**config.mk**
```make
export PLATFORM = sky130hd
export DESIGN_NAME = pi_speed_regulator_unit
export DESIGN_NICKNAME = d
export VERILOG_FILES = /design/src/rtl/core/pisr_pkg.sv /design/src/rtl/core/pi_speed_regulator_unit.sv
export SDC_FILE = /design/constraint.sdc
export NUM_CORES = 2
export LEC_CHECK = 0
export ABC_CLOCK_PERIOD_IN_PS = 15300
export BUFFER_PORTS_ARGS = -buffer_cell sky130_fd_sc_hd__buf_2
export CORE_ASPECT_RATIO = 1.25
export CORE_MARGIN = 2
export CORE_UTILIZATION = 30
export DETAILED_ROUTE_END_ITERATION = 10
export PLACE_DENSITY = 0.47
export SYNTH_ARGS = -nofsm -noshare
export SYNTH_HDL_FRONTEND = slang
export SYNTH_SLANG_ARGS = --single-unit
```
**constraint.sdc**
```tcl
create_clock -name clock -period 15.3 [get_ports clock]
set_input_delay 0.765 -clock clock [delete_from_list [all_inputs] [get_ports clock]]
set_output_delay 0.765 -clock clock [all_outputs]
set_load 0.02 [all_outputs]
```
**src/rtl/core/pisr_pkg.sv**
```systemverilog
// ----------------------------------------------------------------------------
// pisr_pkg
// Shared types and constants for the PI speed regulator.
// ----------------------------------------------------------------------------
`timescale 1ns / 1ps
`default_nettype none

package pisr_pkg;

   localparam int SPEED_W    = 16;
   localparam int GAIN_W     = 15;
   localparam int LIMIT_W    = 20;
   localparam int INTEG_W    = 21;
   localparam int CSR_IDX_W  = 2;
   localparam int CSR_DATA_W = 20;

   localparam int PTERM_W = 32;
   localparam int ITERM_W = 37;
   localparam int SUM_W   = 38;
   localparam int MAG_W   = 22;
   localparam int RECIP_W = 23;
   localparam int RECIP_SHIFT = 29;
   localparam int QMAG_W  = 16;

   typedef logic signed [SPEED_W-1:0] speed_type;
   typedef logic [GAIN_W-1:0]         gain_type;
   typedef logic [LIMIT_W-1:0]        limit_type;
   typedef logic signed [INTEG_W-1:0] integ_type;

   typedef enum logic [CSR_IDX_W-1:0] {
      CSR_KP    = 2'd0,
      CSR_KI    = 2'd1,
      CSR_LIMIT = 2'd2
   } csr_index_type;

   localparam gain_type  KP_RESET    = 15'd250;
   localparam gain_type  KI_RESET    = 15'd4;
   localparam limit_type LIMIT_RESET = 20'd50000;

   // |sum| at or above this value always saturates (100 * 32769)
   localparam logic [MAG_W-1:0]   MAG_CLAMP = 22'd3276900;
   // ceil(2^29 / 100): exact quotient by 100 for magnitudes below 2^22
   localparam logic [RECIP_W-1:0] RECIP_100 = 23'd5368710;

   localparam logic [QMAG_W-1:0] QMAG_POS_MAX = 16'd32767;
   localparam logic [QMAG_W-1:0] QMAG_NEG_MAX = 16'd32768;

endpackage

`default_nettype wire

```
**src/rtl/core/pi_speed_regulator_unit.sv**
```systemverilog
// ----------------------------------------------------------------------------
// pi_speed_regulator_unit
// PI speed regulator with clamped integral and saturated drive output.
// ----------------------------------------------------------------------------
// Usage:
//   req_* carries one control tick (target, measured speed, hold flag);
//   a transaction is taken when req_valid is high and req_stall is low.
//   rsp_* returns one drive value per tick, in order, taken when rsp_valid
//   is high and rsp_stall is low.
//   csr_* writes kp, ki and integral_limit; csr_ready is always high.
//   Write registers only while the pipeline is empty.
// Pipeline: six registers (input, integral update, products, sum/clamp,
//   reciprocal divide, saturate/output) lie between an input transaction
//   and rsp_valid.
// Throughput: one tick per cycle while rsp_stall does not hold the
//   pipeline; the integral update closes its loop in a single stage.
// Reset: gains and limit return to 250, 4 and 50000, the integral to zero,
//   all stages empty.
// Stall: a stalled result holds; earlier stages keep filling into empty
//   slots, and req_stall rises only once every stage holds a tick.
// ----------------------------------------------------------------------------
`timescale 1ns / 1ps
`default_nettype none

module pi_speed_regulator_unit (
   input  wire                               clock,
   input  wire                               reset,
   input  wire                               req_valid,
   output logic                              req_stall,
   input  wire pisr_pkg::speed_type          req_target_speed,
   input  wire pisr_pkg::speed_type          req_measured_speed,
   input  wire                               req_hold_integral,
   output logic                              rsp_valid,
   input  wire                               rsp_stall,
   output pisr_pkg::speed_type               rsp_drive,
   input  wire                               csr_valid,
   output logic                              csr_ready,
   input  wire [pisr_pkg::CSR_IDX_W-1:0]     csr_index,
   input  wire [pisr_pkg::CSR_DATA_W-1:0]    csr_wdata
);
   import pisr_pkg::*;

   gain_type  kp_ff, ki_ff;
   limit_type limit_ff;
   integ_type integral_ff, integral_in;

   logic      v0_ff, v1_ff, v2_ff, v3_ff, v4_ff, v5_ff;
   logic      rdy0, rdy1, rdy2, rdy3, rdy4, rdy5;

   speed_type s0_target_ff, s0_measured_ff;
   logic      s0_hold_ff;

   speed_type s1_error_ff, s1_error_in;
   integ_type s1_acc_ff;

   logic signed [PTERM_W-1:0] s2_pterm_ff, s2_pterm_in;
   logic signed [ITERM_W-1:0] s2_iterm_ff, s2_iterm_in;

   logic [MAG_W-1:0] s3_mag_ff, s3_mag_in;
   logic             s3_neg_ff, s3_neg_in;

   logic [QMAG_W-1:0] s4_qmag_ff, s4_qmag_in;
   logic              s4_neg_ff;

   speed_type rsp_drive_ff, rsp_drive_in;

   logic signed [INTEG_W:0]  acc_wide;
   logic signed [INTEG_W:0]  lim_pos;
   logic signed [SUM_W-1:0]  sum;
   logic [SUM_W-1:0]         sum_mag;
   logic [MAG_W+RECIP_W-1:0] recip_prod;
   logic [QMAG_W:0]          qneg;

   // transaction flow: a stage moves when the next one is empty or moving
   assign rdy5 = !v5_ff || !rsp_stall;
   assign rdy4 = !v4_ff || rdy5;
   assign rdy3 = !v3_ff || rdy4;
   assign rdy2 = !v2_ff || rdy3;
   assign rdy1 = !v1_ff || rdy2;
   assign rdy0 = !v0_ff || rdy1;

   assign req_stall = !rdy0;
   assign rsp_valid = v5_ff;
   assign rsp_drive = rsp_drive_ff;
   assign csr_ready = 1'b1;

   // integral update
   always_comb begin
      s1_error_in = s0_target_ff - s0_measured_ff;
      lim_pos     = $signed({2'b00, limit_ff});
      acc_wide    = (INTEG_W+1)'(integral_ff);
      if (!s0_hold_ff) begin
         acc_wide = acc_wide + (INTEG_W+1)'(s1_error_in);
      end
      if (acc_wide > lim_pos) begin
         integral_in = INTEG_W'(lim_pos);
      end else if (acc_wide < -lim_pos) begin
         integral_in = INTEG_W'(-lim_pos);
      end else begin
         integral_in = INTEG_W'(acc_wide);
      end
   end

   // products
   always_comb begin
      s2_pterm_in = PTERM_W'($signed({1'b0, kp_ff})) * PTERM_W'(s1_error_ff);
      s2_iterm_in = ITERM_W'($signed({1'b0, ki_ff})) * ITERM_W'(s1_acc_ff);
   end

   // sum, magnitude, early clamp
   always_comb begin
      sum       = SUM_W'(s2_pterm_ff) + SUM_W'(s2_iterm_ff);
      s3_neg_in = sum[SUM_W-1];
      sum_mag   = s3_neg_in ? SUM_W'(-sum) : SUM_W'(sum);
      if (sum_mag >= SUM_W'(MAG_CLAMP)) begin
         s3_mag_in = MAG_CLAMP;
      end else begin
         s3_mag_in = sum_mag[MAG_W-1:0];
      end
   end

   // divide by 100
   always_comb begin
      recip_prod = (MAG_W+RECIP_W)'(s3_mag_ff) * (MAG_W+RECIP_W)'(RECIP_100);
      s4_qmag_in = recip_prod[RECIP_SHIFT +: QMAG_W];
   end

   // sign and saturate
   always_comb begin
      qneg = (QMAG_W+1)'(0) - {1'b0, s4_qmag_ff};
      if (s4_neg_ff) begin
         if (s4_qmag_ff > QMAG_NEG_MAX) begin
            rsp_drive_in = speed_type'(QMAG_NEG_MAX);
         end else begin
            rsp_drive_in = qneg[QMAG_W-1:0];
         end
      end else begin
         if (s4_qmag_ff > QMAG_POS_MAX) begin
            rsp_drive_in = speed_type'(QMAG_POS_MAX);
         end else begin
            rsp_drive_in = s4_qmag_ff;
         end
      end
   end

   always_ff @(posedge clock) begin
      if (reset) begin
         kp_ff       <= KP_RESET;
         ki_ff       <= KI_RESET;
         limit_ff    <= LIMIT_RESET;
         integral_ff <= '0;
         v0_ff       <= 1'b0;
         v1_ff       <= 1'b0;
         v2_ff       <= 1'b0;
         v3_ff       <= 1'b0;
         v4_ff       <= 1'b0;
         v5_ff       <= 1'b0;
      end else begin
         if (csr_valid && csr_ready) begin
            unique case (csr_index)
               CSR_KP:    kp_ff    <= csr_wdata[GAIN_W-1:0];
               CSR_KI:    ki_ff    <= csr_wdata[GAIN_W-1:0];
               CSR_LIMIT: limit_ff <= csr_wdata[LIMIT_W-1:0];
               default:   ;
            endcase
         end
         if (v0_ff && rdy1) begin
            integral_ff <= integral_in;
         end
         if (rdy0) v0_ff <= req_valid;
         if (rdy1) v1_ff <= v0_ff;
         if (rdy2) v2_ff <= v1_ff;
         if (rdy3) v3_ff <= v2_ff;
         if (rdy4) v4_ff <= v3_ff;
         if (rdy5) v5_ff <= v4_ff;
      end
   end

   always_ff @(posedge clock) begin
      if (rdy0) begin
         s0_target_ff   <= req_target_speed;
         s0_measured_ff <= req_measured_speed;
         s0_hold_ff     <= req_hold_integral;
      end
      if (rdy1) begin
         s1_error_ff <= s1_error_in;
         s1_acc_ff   <= integral_in;
      end
      if (rdy2) begin
         s2_pterm_ff <= s2_pterm_in;
         s2_iterm_ff <= s2_iterm_in;
      end
      if (rdy3) begin
         s3_mag_ff <= s3_mag_in;
         s3_neg_ff <= s3_neg_in;
      end
      if (rdy4) begin
         s4_qmag_ff <= s4_qmag_in;
         s4_neg_ff  <= s3_neg_ff;
      end
      if (rdy5) begin
         rsp_drive_ff <= rsp_drive_in;
      end
   end

endmodule

`default_nettype wire

```
**After elaboration in Yosys (flattened, before gate mapping)**

Index checks and enable logic that the tools add are counted.

- Flip-flop bits (word level): 272
- Bits of input ports: 60
- Output and inout port bits: 19
- Logic and storage cells: 64

- $add $sub $neg: 6
- Multipliers: 3
- $lt $le $gt $ge: 5
- Equality and inequality tests: 2
- Multiplexer cells: 7
- Reductions and logical operators: 19

Operator list:

| operator | count |
|---|---|
| 16-bit 2-to-1 mux | 3 |
| 22-bit by 22-bit multiplier with 44-bit output (second input constant) | 1 |
| 21-bit 2-to-1 mux | 2 |
| 32-bit by 37-bit adder with 38-bit output | 1 |
| 38-bit by 22-bit >= comparator with 1-bit output (second input constant) | 1 |
| 38-bit 2-to-1 mux | 1 |
| 38-bit negator | 1 |
| 16-bit by 21-bit multiplier with 37-bit output | 1 |
| 16-bit by 16-bit multiplier with 32-bit output | 1 |
| 21-bit by 16-bit adder with 22-bit output | 1 |
| 22-bit by 21-bit > comparator with 1-bit output | 1 |
| 22-bit less-than comparator | 1 |
| 22-bit 2-to-1 mux | 1 |
| 20-bit negator with 22-bit output | 1 |
| 16-bit by 15-bit > comparator with 1-bit output (second input constant) | 1 |
| 16-bit > comparator (second input constant) | 1 |
| 1-bit by 16-bit subtractor with 16-bit output (first input constant) | 1 |
| 16-bit subtractor | 1 |
| 1-bit zero test | 8 |
| 1-bit logical OR | 6 |
| 2-bit AND reduction | 3 |
| 2-bit by 1-bit equality test with 1-bit output (second input constant) | 1 |
| 2-bit equality test (second input constant) | 1 |
| 2-bit zero test | 1 |
| 1-bit logical AND | 1 |

**Logic depth before layout (Yosys ltp)**

- Word-level depth: 8
- Depth in mapped cells: 38
- Gate-level depth less buffers: 36

**Least setup slack after synthesis**

No wires, ideal clock.

- Path type: flip-flop to flip-flop
- Start point: register s3_mag_ff[12]
- End point: register s4_qmag_ff[15] (data pin)
- Library setup time: 260 ps
- Arrival time: 6,741 ps
- Data required time: 15,040 ps
- Setup slack: 8,299 ps
- Cell stages (with the launch flop): 26
- Buffers on the path: 0
- Period minus slack after synthesis: 7,001 ps
- Cell sequence: edfxtp_1 -> ha_1 -> inv_1 -> fa_1 -> fa_1 -> fa_1 -> inv_1 -> fa_1 -> fa_1 -> inv_1 -> fa_1 -> inv_1 -> ha_1 -> a21o_1 -> a21o_1 -> a21oi_1 -> nand4_1 -> a21oi_1 -> o31ai_1 -> a41oi_1 -> a21boi_0 -> o41ai_1 -> o2111ai_1 -> o21a_1 -> a21oi_1 -> xnor2_1

- Word-level cells in the longest chain between the ends: 1

Ends and longest elaborated chain:

| what | line | text |
|---|---|---|
| start: declaration | pi_speed_regulator_unit.sv:59 | `logic [MAG_W-1:0] s3_mag_ff, s3_mag_in;` |
| start signal: assignment | pi_speed_regulator_unit.sv:194 | `s3_mag_ff <= s3_mag_in;` |
| 22-bit by 22-bit multiplier with 44-bit output | pi_speed_regulator_unit.sv:124 | `recip_prod = (MAG_W+RECIP_W)'(s3_mag_ff) * (MAG_W+RECIP_W)'(RECIP_100);` |
| via recip_prod[44] | pi_speed_regulator_unit.sv:71 | `logic [MAG_W+RECIP_W-1:0] recip_prod;` |
| end signal: assignment | pi_speed_regulator_unit.sv:198 | `s4_qmag_ff <= s4_qmag_in;` |
| end: declaration | pi_speed_regulator_unit.sv:62 | `logic [QMAG_W-1:0] s4_qmag_ff, s4_qmag_in;` |

The timed path passes the listed nets, and every way through them passes these cells.
A chain may end at the register's enable or synchronous reset.

**Worst setup path after layout**

- Start point: register s0_target_ff[0]
- End point: register s1_acc_ff[19] (data pin)

- Word-level cells in the longest chain between the ends: 6
- Elaborated cells on any way between the ends: 7
- Those cells by class: 2 x add/sub; 2 x order compare; 3 x mux

Ends and longest elaborated chain:

| what | line | text |
|---|---|---|
| start: declaration | pi_speed_regulator_unit.sv:50 | `speed_type s0_target_ff, s0_measured_ff;` |
| start signal: assignment | pi_speed_regulator_unit.sv:181 | `s0_target_ff <= req_target_speed;` |
| 16-bit subtractor (*) | pi_speed_regulator_unit.sv:89 | `s1_error_in = s0_target_ff - s0_measured_ff;` |
| via s1_error_in[14] | pi_speed_regulator_unit.sv:53 | `speed_type s1_error_ff, s1_error_in;` |
| 21-bit by 16-bit adder with 22-bit output (*) | pi_speed_regulator_unit.sv:93 | `acc_wide = acc_wide + (INTEG_W+1)'(s1_error_in);` |
| 22-bit 2-to-1 mux (*) | pi_speed_regulator_unit.sv:92 | `if (!s0_hold_ff) begin` |
| 22-bit less-than comparator | pi_speed_regulator_unit.sv:97 | `end else if (acc_wide < -lim_pos) begin` |
| 21-bit 2-to-1 mux | pi_speed_regulator_unit.sv:97 |  |
| 21-bit 2-to-1 mux (*) | pi_speed_regulator_unit.sv:95 | `if (acc_wide > lim_pos) begin` |
| via integral_in[19] | pi_speed_regulator_unit.sv:45 | `integ_type integral_ff, integral_in;` |
| end signal: assignment | pi_speed_regulator_unit.sv:187 | `s1_acc_ff <= integral_in;` |
| end: declaration | pi_speed_regulator_unit.sv:54 | `integ_type s1_acc_ff;` |

Mark *: on every way through the listed nets, which the timed path passes. The rest lies on a longest branch.

==> results.py <==
metrics = {
    "timing": {
        "relSlewSlack": 0.303,
        "post-route-period-util": 0.526,
        "drv_slew": 0,
        "fin_crit_ns": 8.05,
        "worstMarginPinSlew_ns": 1.04,
        "setup_tns_ns": 0,
        "finalSetupViolations": 0,
        "fmax_mhz": 124,
        "skew_ns": 0.0443,
        "rsz0062_at_grt": "no",
        "finalHoldViolations": 0,
    },
    "routing": {
        "routedWlPerCell_um": 17.9,
        "vias": 31600,
        "ant_nets": 0,
        "routed_via_density": 4.75,
        "first_pass_iters": 5,
        "drc": 0,
        "drt-total-wl_um": 119000,
        "drtIter0Drc": 1480,
    },
    "cells_and_area": {
        "design_area_um2": 48100,
        "fin_nets": 6012,
        "drive_gt1_frac": 0.0502,
        "syn2layout_area_growth_pct": 8.01,
    },
    "clock_network": {
        "post_cts_buffers": 0,
        "postCtsResizedCells": 0,
        "clock_latency_ns": 0.62,
        "cts_inserted_buffers": 37,
        "htree_levels": 2,
        "numClockSinks": 272,
        "cts_hold_buf": 0,
        "cts_tree": "built",
        "root_buffer": "clkbuf_16",
        "cts_max_path_buffers": 3,
        "clkSlewWorstSetupHoldPaths_ns": 0.06,
    },
    "setup_path": {
        "required_ns": 15.63,
        "cp.arrival_ns": 8.38,
        "cp_top_family": "compound AO/OA/AOI/OAI gates",
        "cp-end-kind": "flip-flop",
        "cp_slowest_stage_delay_ns": 0.68,
        "cpMostUsedCell": "o21ai_0",
        "cp_max_fo": 37,
        "critPathLaunchType": "flip-flop",
        "crit_slowest_cell": "a31o_2",
        "criticalPathCategory": "flip-flop to flip-flop",
        "path_buf_inv": 1,
    },
    "power_and_ir_drop": {
        "swShare": 0.531,
        "pwr-share-seq": 0.152,
        "switchingPower_mw": 5.36,
        "power.leakage_nw": 23.0,
        "p_clk_frac": 0.090,
        "power.density_nw_per_um2": 210,
        "p_int_mw": 4.73,
        "ir_drop_v": 0.000435,
        "pwr-share-comb": 0.759,
    },
    "global_routing": {
        "grt_pass1_wl_um": 191000,
        "busiest_layer": "met2",
        "gr-usage-met3": 0.0133,
        "grt_max_degree": 70,
        "grt_pass1_vias": 34100,
        "met1_usage": 0.193,
        "gr-usage-all-layers": 0.160,
        "overflow": 0,
        "grtUsageMet2": 0.296,
        "antenna_found_initial": 1,
    },
    "floorplanning": {
        "start_util": 0.301,
        "die_width_um": 349,
        "fp.dieH_um": 435,
        "die-area_um2": 152000,
        "ios": 79,
        "rows": 158,
        "core_um2": 148000,
    },
    "yosys": {
        "synthFlopType": "edfxtp_1",
        "synth_area_per_cell_um2": 9.41,
        "yosysSeqAreaShare": 0.166,
        "synth_cells": 4734,
        "synth_edf_count": 195,
        "synth_fp_nets": 6031,
        "synthArstFlopShare": 0,
        "yosys_register_bits": 272,
        "post_synth_num_cell_types": 107,
        "synth_area_um2": 44600,
        "yosysWarnings": 0,
    },
    "place": {
        "io_buffers": 77,
        "placed_cell_area_um2": 46900,
        "place.gp.congestion": 0.870,
        "hpwl_um": 98900,
    },
    "min_path": {
        "hold_path_class": "input port to flip-flop",
    },
    "status": {
        "outcome": "complete, no violations",
    },
    "run": {
        "maxCapViolations": 0,
    },
}
[logic make-up after synthesis]
| logic type | count (synthesis) | synth area share |
|---|---|---|
| XOR/XNOR | 168 | 0.0330 |
| AND/OR/NAND/NOR | 1283 | 0.141 |
| adder cells (fa/ha/maj) | 1237 | 0.461 |
| other | 1 | 0.0000842 |
| AO/OA/AOI/OAI | 641 | 0.0976 |
| multiplexers | 31 | 0.00722 |
| buffers and inverters | 1101 | 0.0947 |
| flip-flops | 272 | 0.166 |
[power by group through the flow]
stage | sequential, mW | clock [mW] | combinational, mW
after detailed placement | 1.56 | 0 | 7.78
after global routing | 1.56 | 0.966 | 8.70
final | 1.53 | 0.906 | 7.66
after floorplan | 1.35 | 0 | 5.76
after CTS | 1.54 | 0.940 | 7.85
after global placement | 1.55 | 0 | 7.76
[layout by cell type (no fill, tap or decap), types with 22 or more instances in the layout]
cell type  synthesis  layout
nor2b_1           31      31
nand4_1           32      32
and2_1           226     226
mux2i_1           24      24
buf_4              4      23
buf_2             15      77
nand3_1           47      46
or3_1             26      26
ha_1             565     565
nor2_1           152     150
o21ai_0          114     114
o21bai_1          22      22
xnor2_1          117     117
a21oi_1          181     181
xor2_1            51      51
edfxtp_1         195     195
inv_1            941     940
nor3_1            65      65
dfxtp_1           77      77
nand2b_1          31      31
a21o_1            57      57
clkbuf_16          0      38
nand2_1          572     571
fa_1             672     672
o21a_1            32      32
[cell usage after synthesis (51+ instances only)]
cell      number  share of area
inv_1        941          0.079
fa_1         672           0.30
nand2_1      572          0.048
ha_1         565           0.16
and2_1       226          0.032
edfxtp_1     195           0.13
a21oi_1      181          0.020
nor2_1       152          0.013
clkbuf_1     130          0.011
xnor2_1      117          0.023
o21ai_0      114          0.013
dfxtp_1       77          0.035
nor3_1        65         0.0073
a21o_1        57         0.0096
xor2_1        51          0.010
[metal layers]
layer / up-vias / routed length, um / share of wire
met3: 136 / 2570 / 0.022
met4: 0 / 3950 / 0.033
met5: - / 0 / 0
met1: 15800 / 50000 / 0.42
li1: 15200 / - / -
met2: 448 / 62500 / 0.53
[registers in the layout, indices dropped and copies added, names as in the netlist, 20 cells and up]
register and flops:
integral_ff 21, limit_ff 20, s1_acc_ff 21, s2_iterm_ff 37
s2_pterm_ff 32, s3_mag_ff 22
[area by class of cell]
type | instances | area [um^2]
well taps | 1920 | 2400
inverters | 943 | 3540
diodes | 1 | 2.50
multi-input cells | 3361 | 33000
flip-flops and latches | 272 | 7400
clock inverters | 26 | 275
repair buffers | 100 | 558
fillers | 15300 | 99800
clock buffers | 42 | 976
[worst paths after layout]
| check | from | end | slack [ns] | cells past startpoint |
|---|---|---|---|---|
| worst min-delay path | req_measured_speed[15] | s0_measured_ff[15]$_DFFE_PN_ | 0.33 | 1 |
| worst max register to register | s0_target_ff[0]$_DFFE_PN_ | s1_acc_ff[19]$_DFFE_PP_ | 7.25 | 33 |
| worst max-delay path | s0_target_ff[0]$_DFFE_PN_ | s1_acc_ff[19]$_DFFE_PP_ | 7.25 | 33 |
| worst min register to register | s3_neg_ff$_DFFE_PP_ | s4_neg_ff$_DFFE_PP_ | 0.46 | 0 |
[metrics by stage]
stage	setup slack [ns]	utilization	hold WS, ns	power [mW]	instances
2_1_floorplan	8.30	-	0.400	7.11	4734
3_3_place_gp	7.53	0.317	0.438	9.31	6596
3_5_place_dp	7.29	0.317	0.447	9.33	6596
4_1_cts	7.21	0.325	0.291	10.3	6664
5_1_grt	6.60	0.325	0.283	11.2	6665
6_report	7.25	0.325	0.325	10.1	6665
Power figures use the tool's default switching activity.
